[src/srps_pkg.sv]
package srps_pkg;

	typedef enum logic [1:0] {
		OP_ADD   = 2'd0,
		OP_START = 2'd1,
		OP_REPLY = 2'd2,
		OP_TICK  = 2'd3
	} op_t;

	typedef enum logic [1:0] {
		KIND_REQ  = 2'd0,
		KIND_BYTE = 2'd1,
		KIND_DONE = 2'd2
	} kind_t;

	localparam logic [15:0] TIMEOUT_RESET = 16'd550;
	localparam logic [7:0]  FAIL_BYTE     = 8'hff;
	localparam logic [15:0] TICK_MAX      = 16'hffff;

	// Work handed from the controller to the result emitter for one item.
	typedef struct packed {
		logic [3:0]  nbytes;
		logic [71:0] bytes;
		logic [10:0] base;
		logic        fin_done;
		logic [7:0]  requester;
		logic [7:0]  addr;
		logic [3:0]  len;
		logic [10:0] total;
	} job_t;

endpackage

[src/srps_id_mem.sv]
module srps_id_mem #(
	parameter int DEPTH = 128,
	parameter int IDX_W = 7
) (
	input  logic             clk,
	input  logic             we,
	input  logic [IDX_W-1:0] waddr,
	input  logic [7:0]       wdata,
	input  logic             re,
	input  logic [IDX_W-1:0] raddr,
	output logic [7:0]       rdata
);

	logic [7:0] mem [DEPTH];
	logic [7:0] rdata_q;

	always_ff @(posedge clk) begin
		if (we) begin
			mem[waddr] <= wdata;
		end
		if (re) begin
			rdata_q <= mem[raddr];
		end
	end

	assign rdata = rdata_q;

endmodule

[src/srps_ctrl.sv]
module srps_ctrl #(
	parameter int MAX_IDS    = 128,
	parameter int MAX_LENGTH = 8,
	parameter int IDX_W      = 7
) (
	input  logic             clk,
	input  logic             arst_n,
	input  logic             in_accept,
	input  logic [1:0]       op,
	input  logic [7:0]       target_id,
	input  logic [7:0]       read_addr,
	input  logic [3:0]       read_length,
	input  logic [7:0]       reply_error,
	input  logic [7:0]       reply_count,
	input  logic [63:0]      reply_data,
	input  logic             cfg_we,
	input  logic [15:0]      cfg_data,
	output logic             mem_we,
	output logic [IDX_W-1:0] mem_waddr,
	output logic [7:0]       mem_wdata,
	output logic             mem_re,
	output logic [IDX_W-1:0] mem_raddr,
	output logic             job_load,
	output srps_pkg::job_t   job
);

	import srps_pkg::*;

	logic [15:0] timeout_q;
	logic [7:0]  cnt_q, cnt_d;
	logic [7:0]  cur_q, cur_d;
	logic        busy_q, busy_d;
	logic [7:0]  addr_q, addr_d;
	logic [3:0]  len_q, len_d;
	logic [7:0]  req_q, req_d;
	logic [15:0] elapsed_q, elapsed_d;

	logic [3:0]  lenp1;
	logic [3:0]  len_sat;
	logic [7:0]  nxt;
	logic [11:0] base_prod;
	logic [11:0] total_prod;
	logic [15:0] elapsed_inc;
	logic        advance;

	assign lenp1       = len_q + 4'd1;
	assign len_sat     = (read_length > 4'(MAX_LENGTH)) ? 4'(MAX_LENGTH) : read_length;
	assign nxt         = cur_q + 8'd1;
	assign base_prod   = 12'(cur_q) * 12'(lenp1);
	assign total_prod  = 12'(cnt_q) * 12'(lenp1);
	assign elapsed_inc = (elapsed_q == TICK_MAX) ? elapsed_q : elapsed_q + 16'd1;

	assign mem_waddr = cnt_q[IDX_W-1:0];
	assign mem_wdata = target_id;

	always_comb begin
		cnt_d     = cnt_q;
		cur_d     = cur_q;
		busy_d    = busy_q;
		addr_d    = addr_q;
		len_d     = len_q;
		req_d     = req_q;
		elapsed_d = elapsed_q;
		mem_we    = 1'b0;
		mem_re    = 1'b0;
		mem_raddr = '0;
		job_load  = 1'b0;
		advance   = 1'b0;

		job.nbytes    = 4'd0;
		job.bytes     = {reply_data, reply_error};
		job.base      = 11'(base_prod);
		job.fin_done  = 1'b0;
		job.requester = req_q;
		job.addr      = addr_q;
		job.len       = len_q;
		job.total     = 11'(total_prod);

		if (in_accept) begin
			case (op_t'(op))
				OP_ADD: begin
					if (!busy_q && cnt_q < 8'(MAX_IDS)) begin
						mem_we = 1'b1;
						cnt_d  = cnt_q + 8'd1;
					end
				end
				OP_START: begin
					if (!busy_q && cnt_q != 8'd0) begin
						req_d     = target_id;
						addr_d    = read_addr;
						len_d     = len_sat;
						cur_d     = 8'd0;
						busy_d    = 1'b1;
						elapsed_d = 16'd0;
						mem_re    = 1'b1;
						mem_raddr = '0;
						job_load  = 1'b1;
						job.addr  = read_addr;
						job.len   = len_sat;
					end
				end
				OP_REPLY: begin
					if (busy_q && reply_count == 8'(len_q)) begin
						job.nbytes = lenp1;
						advance    = 1'b1;
					end
				end
				OP_TICK: begin
					if (busy_q) begin
						elapsed_d = elapsed_inc;
						if (elapsed_inc > timeout_q) begin
							job.nbytes = 4'd1;
							job.bytes  = {64'd0, FAIL_BYTE};
							advance    = 1'b1;
						end
					end
				end
				default: begin
				end
			endcase

			if (advance) begin
				job_load = 1'b1;
				cur_d    = nxt;
				if (nxt >= cnt_q) begin
					busy_d       = 1'b0;
					cnt_d        = 8'd0;
					job.fin_done = 1'b1;
				end else begin
					mem_re    = 1'b1;
					mem_raddr = nxt[IDX_W-1:0];
					elapsed_d = 16'd0;
				end
			end
		end
	end

	always_ff @(posedge clk or negedge arst_n) begin
		if (!arst_n) begin
			timeout_q <= TIMEOUT_RESET;
			cnt_q     <= 8'd0;
			cur_q     <= 8'd0;
			busy_q    <= 1'b0;
			addr_q    <= 8'd0;
			len_q     <= 4'd0;
			req_q     <= 8'd0;
			elapsed_q <= 16'd0;
		end else begin
			if (cfg_we) begin
				timeout_q <= cfg_data;
			end
			cnt_q     <= cnt_d;
			cur_q     <= cur_d;
			busy_q    <= busy_d;
			addr_q    <= addr_d;
			len_q     <= len_d;
			req_q     <= req_d;
			elapsed_q <= elapsed_d;
		end
	end

	// While a group is running, the poll position always names a listed id.
	a_busy_in_list: assert property (@(posedge clk) disable iff (!arst_n)
		busy_q |-> (cnt_q != 8'd0 && cur_q < cnt_q))
		else $error("poll position outside the id list while busy");

	a_cnt_bound: assert property (@(posedge clk) disable iff (!arst_n)
		cnt_q <= 8'(MAX_IDS))
		else $error("id count exceeds list depth");

endmodule

[src/srps_emit.sv]
module srps_emit (
	input  logic           clk,
	input  logic           arst_n,
	input  logic           job_load,
	input  srps_pkg::job_t job,
	input  logic [7:0]     mem_rdata,
	output logic           busy,
	output logic           out_valid,
	input  logic           out_ready,
	output logic [1:0]     kind,
	output logic [7:0]     bus_id,
	output logic [7:0]     req_addr,
	output logic [3:0]     req_length,
	output logic [10:0]    slot,
	output logic [7:0]     value,
	output logic [10:0]    total,
	output logic           last
);

	import srps_pkg::*;

	logic        active_q;
	logic [3:0]  rem_q;
	logic [71:0] bytes_q;
	logic [10:0] slot_q;
	job_t        job_q;
	logic        push;

	logic        out_valid_q;
	logic [1:0]  kind_q;
	logic [7:0]  bus_id_q;
	logic [7:0]  req_addr_q;
	logic [3:0]  req_length_q;
	logic [10:0] slot_out_q;
	logic [7:0]  value_q;
	logic [10:0] total_q;
	logic        last_q;

	assign push = active_q && (!out_valid_q || out_ready);
	assign busy = active_q;

	always_ff @(posedge clk or negedge arst_n) begin
		if (!arst_n) begin
			active_q    <= 1'b0;
			rem_q       <= 4'd0;
			out_valid_q <= 1'b0;
		end else begin
			if (job_load) begin
				active_q <= 1'b1;
				rem_q    <= job.nbytes;
			end else if (push) begin
				if (rem_q != 4'd0) begin
					rem_q <= rem_q - 4'd1;
				end else begin
					active_q <= 1'b0;
				end
			end
			if (push) begin
				out_valid_q <= 1'b1;
			end else if (out_ready) begin
				out_valid_q <= 1'b0;
			end
		end
	end

	always_ff @(posedge clk) begin
		if (job_load) begin
			bytes_q <= job.bytes;
			slot_q  <= job.base;
			job_q   <= job;
		end else if (push && rem_q != 4'd0) begin
			bytes_q <= {8'd0, bytes_q[71:8]};
			slot_q  <= slot_q + 11'd1;
		end

		if (push) begin
			kind_q       <= KIND_BYTE;
			bus_id_q     <= 8'd0;
			req_addr_q   <= 8'd0;
			req_length_q <= 4'd0;
			slot_out_q   <= 11'd0;
			value_q      <= 8'd0;
			total_q      <= 11'd0;
			last_q       <= 1'b0;
			if (rem_q != 4'd0) begin
				slot_out_q <= slot_q;
				value_q    <= bytes_q[7:0];
			end else if (job_q.fin_done) begin
				kind_q   <= KIND_DONE;
				bus_id_q <= job_q.requester;
				total_q  <= job_q.total;
				last_q   <= 1'b1;
			end else begin
				// The id memory was read when the item was taken; its output holds.
				kind_q       <= KIND_REQ;
				bus_id_q     <= mem_rdata;
				req_addr_q   <= job_q.addr;
				req_length_q <= job_q.len;
				last_q       <= 1'b1;
			end
		end
	end

	assign out_valid  = out_valid_q;
	assign kind       = kind_q;
	assign bus_id     = bus_id_q;
	assign req_addr   = req_addr_q;
	assign req_length = req_length_q;
	assign slot       = slot_out_q;
	assign value      = value_q;
	assign total      = total_q;
	assign last       = last_q;

	a_load_idle: assert property (@(posedge clk) disable iff (!arst_n)
		job_load |-> !active_q)
		else $error("new work loaded while results are still pending");

	a_byte_not_last: assert property (@(posedge clk) disable iff (!arst_n)
		(out_valid_q && kind_q == KIND_BYTE) |-> !last_q)
		else $error("collected byte flagged as final result");

endmodule

[src/sync_read_poll_sequencer.sv]
// Group-read poller for a serial bus. Device ids are added to a list held in
// a synchronous memory; a start item then issues a read request to each id
// in turn, and every reply of the right size (or a timeout, counted in tick
// items) yields its bytes at slot index*(length+1), ending with a done result
// that carries the total size. An item that yields no result leaves the
// input ready, and the next may follow at once. An item that yields n results
// (n from 1 to 10) holds the input off while the single output register hands
// the results out one per cycle while out_ready stays high, and the next item
// can be taken once the last result has entered the output register.
// The id memory needs no clearing after reset. The configuration channel is
// always ready.
module sync_read_poll_sequencer #(
	parameter int MAX_IDS    = 128,
	parameter int MAX_LENGTH = 8
) (
	input  logic        clk,
	input  logic        arst_n,
	input  logic        cfg_valid,
	output logic        cfg_ready,
	input  logic [15:0] cfg_data,
	input  logic        in_valid,
	output logic        in_ready,
	input  logic [1:0]  op,
	input  logic [7:0]  target_id,
	input  logic [7:0]  read_addr,
	input  logic [3:0]  read_length,
	input  logic [7:0]  reply_error,
	input  logic [7:0]  reply_count,
	input  logic [63:0] reply_data,
	output logic        out_valid,
	input  logic        out_ready,
	output logic [1:0]  kind,
	output logic [7:0]  bus_id,
	output logic [7:0]  req_addr,
	output logic [3:0]  req_length,
	output logic [10:0] slot,
	output logic [7:0]  value,
	output logic [10:0] total,
	output logic        last
);

	import srps_pkg::*;

	localparam int IDX_W = (MAX_IDS > 1) ? $clog2(MAX_IDS) : 1;

	logic             in_accept;
	logic             emit_busy;
	logic             mem_we;
	logic [IDX_W-1:0] mem_waddr;
	logic [7:0]       mem_wdata;
	logic             mem_re;
	logic [IDX_W-1:0] mem_raddr;
	logic [7:0]       mem_rdata;
	logic             job_load;
	job_t             job;

	assign cfg_ready = 1'b1;
	assign in_ready  = !emit_busy;
	assign in_accept = in_valid && in_ready;

	srps_id_mem #(
		.DEPTH (MAX_IDS),
		.IDX_W (IDX_W)
	) u_mem (
		.clk   (clk),
		.we    (mem_we),
		.waddr (mem_waddr),
		.wdata (mem_wdata),
		.re    (mem_re),
		.raddr (mem_raddr),
		.rdata (mem_rdata)
	);

	srps_ctrl #(
		.MAX_IDS    (MAX_IDS),
		.MAX_LENGTH (MAX_LENGTH),
		.IDX_W      (IDX_W)
	) u_ctrl (
		.clk         (clk),
		.arst_n      (arst_n),
		.in_accept   (in_accept),
		.op          (op),
		.target_id   (target_id),
		.read_addr   (read_addr),
		.read_length (read_length),
		.reply_error (reply_error),
		.reply_count (reply_count),
		.reply_data  (reply_data),
		.cfg_we      (cfg_valid && cfg_ready),
		.cfg_data    (cfg_data),
		.mem_we      (mem_we),
		.mem_waddr   (mem_waddr),
		.mem_wdata   (mem_wdata),
		.mem_re      (mem_re),
		.mem_raddr   (mem_raddr),
		.job_load    (job_load),
		.job         (job)
	);

	srps_emit u_emit (
		.clk        (clk),
		.arst_n     (arst_n),
		.job_load   (job_load),
		.job        (job),
		.mem_rdata  (mem_rdata),
		.busy       (emit_busy),
		.out_valid  (out_valid),
		.out_ready  (out_ready),
		.kind       (kind),
		.bus_id     (bus_id),
		.req_addr   (req_addr),
		.req_length (req_length),
		.slot       (slot),
		.value      (value),
		.total      (total),
		.last       (last)
	);

endmodule
[config.mk]
export PLATFORM = sky130hd
export DESIGN_NAME = sync_read_poll_sequencer
export DESIGN_NICKNAME = d
export VERILOG_FILES = /design/src/srps_pkg.sv /design/src/srps_id_mem.sv /design/src/srps_ctrl.sv /design/src/srps_emit.sv /design/src/sync_read_poll_sequencer.sv
export SDC_FILE = /design/constraint.sdc
export NUM_CORES = 2
export LEC_CHECK = 0
export BUFFER_PORTS_ARGS = -buffer_cell sky130_fd_sc_hd__buf_2
export CAP_MARGIN = 15
export CORE_ASPECT_RATIO = 0.8
export CORE_UTILIZATION = 55
export CTS_CLUSTER_SIZE = 28
export DETAILED_ROUTE_END_ITERATION = 7
export PLACE_DENSITY = 0.72
export SLEW_MARGIN = 30
export SYNTH_ARGS = -nofsm -noshare
export SYNTH_HDL_FRONTEND = slang
export SYNTH_SLANG_ARGS = --single-unit
[constraint.sdc]
create_clock -name clk -period 9.8 [get_ports clk]
set_input_delay 0.49 -clock clk [delete_from_list [all_inputs] [get_ports clk]]
set_output_delay 0.49 -clock clk [all_outputs]
set_load 0.02 [all_outputs]
==> flow_metrics.env <==
export IMPL_synth_edf_count=1200
export IMPL_synth_top_area_cell="edfxtp_1"
export IMPL_dp_cells=4965
export IMPL_r2r_cells=20
export IMPL_dpl_worst_slack_ps=2730
export IMPL_synth_area_top_cells="edfxtp_1, dfrtp_1, mux4_2"
export IMPL_synthFlopType="edfxtp_1"
export IMPL_rsz0062_at_grt="false"
export IMPL_clk_latency_ps=710
export IMPL_ys_types=85
export IMPL_post_synth_top_count_cell="edfxtp_1"
export IMPL_timing_rr_start="u_ctrl.elapsed_q[0]"
export IMPL_wl_per_cell_um=26.6
export IMPL_crit_path_start_kind="register"
export IMPL_track_usage=0.282
export IMPL_cts_setup_buffers=0
export IMPL_route_vias_total=32800
export IMPL_synth_cells=3664
export IMPL_post_cts_resized=0
export IMPL_cts_buffer_depth=3
export IMPL_htree_num_levels=3
export IMPL_r2r_end="u_mem.rdata[1]"
export IMPL_cp_required_ps=10250
export IMPL_period_share=0.738
export IMPL_drt_iter0_markers=4511
export IMPL_syn_area_per_cell_um2=14.5
export IMPL_synth_seq_area_share=0.713
export IMPL_grt_first_pass_wirelength_um=203000
export IMPL_layout_cells_non_filler=5189
export IMPL_rows=101
export IMPL_drive_gt1_frac=0.142
export IMPL_drtPass1Iterations=8
export IMPL_start_util=0.558
export IMPL_grt_max_degree=129
export IMPL_gp_congestion=0.957
export IMPL_clk_pin_slew_worst_paths_ps=70
export IMPL_end_kind="register"
export IMPL_routed_via_density=6.33
export IMPL_syn_area_um2=53200
export IMPL_clock_sinks=1275
export IMPL_place_hpwl_um=85100
export IMPL_leakage_uw=0.0199
export IMPL_fin_crit_ps=7230
export IMPL_power_per_cell_area_nw_per_um2=214
export IMPL_fin_ws_ps=2570
export IMPL_io_buffer_count=177
export IMPL_r2r_slack_ps=2570
export IMPL_routed_wl_um=138000
export IMPL_synth_top_area_frac=0.677
export IMPL_cts_tree="built"
export IMPL_max_slew_margin=0.259
export IMPL_setup_tns_ps=0
export IMPL_die_width_um=350
export IMPL_synthArstFlopShare=0.0588
export IMPL_cts_hold_buf=11
export IMPL_ioPinCount=179
export IMPL_hold_class="input port to register"
export IMPL_hold_viol_final=0
export IMPL_die_y_um=280
export IMPL_area_growth_synth_to_final_pct=11.2
export IMPL_cap_violations=0
export IMPL_dieArea_um2=98000
export IMPL_nets=4013
export IMPL_drtAntennaViolNets=0
export IMPL_post_route_util=0.620
export IMPL_coreArea_um2=95400
export IMPL_min_path_cells=3
export IMPL_whs_endpoint="u_ctrl.timeout_q[4]"
export IMPL_cts_root_buf="clkbuf_16"
export IMPL_drc=0
export IMPL_vdd_drop_max_uv=173
export IMPL_overflow=0
export IMPL_tightest_slew_ps=1110
export IMPL_setup_violations_final=0
export IMPL_syn_nets=3870
export IMPL_skew_ps=32.7
export IMPL_grt_pass1_vias=31000
export IMPL_antenna_found_initial=3
export IMPL_maxSlewViolCount=0
export IMPL_fmax_mhz=138
export IMPL_cp_max_fo=20
export IMPL_ys_seq_elements=1275
export IMPL_worstPathArrival_ps=7680
export IMPL_synth_warnings=0
export IMPL_critPathKind="register to register"
export IMPL_hp_start="cfg_data[4]"
export IMPL_status="completed"
export IMPL_numCtsBuffers=116
export IMPL_yosys_top_cells_count="edfxtp_1, nand2_1, nor2_1"
==> routing by layer <==
layer / track usage / share of wire / vias to the layer above
met5: 0 / 0.00019 / -
met4: 0.0705 / 0.025 / 4
met3: 0.0823 / 0.13 / 250
met2: 0.414 / 0.44 / 2008
met1: 0.415 / 0.40 / 16300
li1: - / - / 14300
==> worst max-delay path by stage <==
stage                     slack [ps]              end                start
final                           2570   u_mem.rdata[1]  u_ctrl.elapsed_q[0]
after global routing            2080   u_mem.rdata[1]  u_ctrl.elapsed_q[0]
after CTS                       2670   u_mem.rdata[1]  u_ctrl.elapsed_q[0]
after detailed placement        2730   u_mem.rdata[1]  u_ctrl.elapsed_q[0]
after global placement          2880   u_mem.rdata[1]  u_ctrl.elapsed_q[3]
after floorplan                 2350  u_emit.rem_q[0]  u_ctrl.elapsed_q[3]
==> state kept, by name, indices dropped and copies added, names as in the netlist, 2 cells and up <==
name	cells
u_emit.kind	2
u_emit.slot	11
u_emit.rem_q	4
u_ctrl.cur_q	8
u_emit.job_q	32
u_emit.bytes_q	72
u_ctrl.len_q	4
u_ctrl.timeout_q	16
u_emit.req_addr	8
u_emit.total	11
u_ctrl.elapsed_q	16
u_emit.bus_id	8
u_emit.value	8
u_ctrl.req_q	8
u_mem.mem	1024
u_ctrl.cnt_q	8
u_emit.req_length	4
u_emit.slot_q	11
u_ctrl.addr_q	8
u_mem.rdata	8
==> report_power, final <==
group | switching [uW] | internal [uW]
Clock | 1980 | 2430
Sequential | 116 | 6380
Combinational | 1160 | 606
==> logic make-up (layout without fill, tap and decap cells) <==
group	count (synthesis)	in the layout	synth area share
other cells	1	5	0.0000705
fa+ha+maj	83	83	0.0229
buf+inv	299	533	0.0234
simple gates	953	953	0.0799
mux	243	243	0.0647
xor+xnor	57	57	0.00938
flops	1275	1275	0.713
compound gates	753	753	0.0870
==> worst max-delay path, cell delays in order (launching register included) <==
cell      delay [ps]
dfrtp_1          430
ha_1             340
nand3_1          120
nor4_1           410
and2_1           260
nand4_1          540
nand2b_1         470
nor2_1           130
xnor2_1          140
ha_1             300
nand2_1           60
o21ai_0          340
nand2_1          120
nand4b_1         540
a21o_1           740
buf_4            440
nand2_1          300
o21ai_0          250
a21oi_1           60
or4_1            490
or4_1            480
==> cell usage in the layout (no fill, tap or decap), drive strengths merged, types with 71 or more instances in the layout <==
master     n
o21ai    251
mux2i    140
nand3     90
nor2     258
buf      231
inv       85
a21oi    173
o22ai    124
mux4      78
clkbuf   146
dfrtp     71
nand2    396
edfxtp  1200
==> layout make-up <==
cell class	instances	area, um2
Sequential cell	1275	37900
Fill cell	6981	36300
Multi-Input combinational cell	2090	14200
Clock buffer	146	3150
Tap cell	1287	1610
Timing Repair Buffer	242	1470
Clock inverter	63	515
Inverter	82	308
Antenna cell	4	10.0
==> through the flow <==
step / power [uW] / area [um2] / hold WS (ps)
after global routing: 13100 / 59100 / 23.5
final: 12700 / 59100 / 26.2
after floorplan: 7780 / 53200 / 194
after detailed placement: 8370 / 55300 / 400
after CTS: 12700 / 59100 / 0.435
after global placement: 8330 / 55300 / 396
No activity file was read; power rests on OpenSTA's default activity.
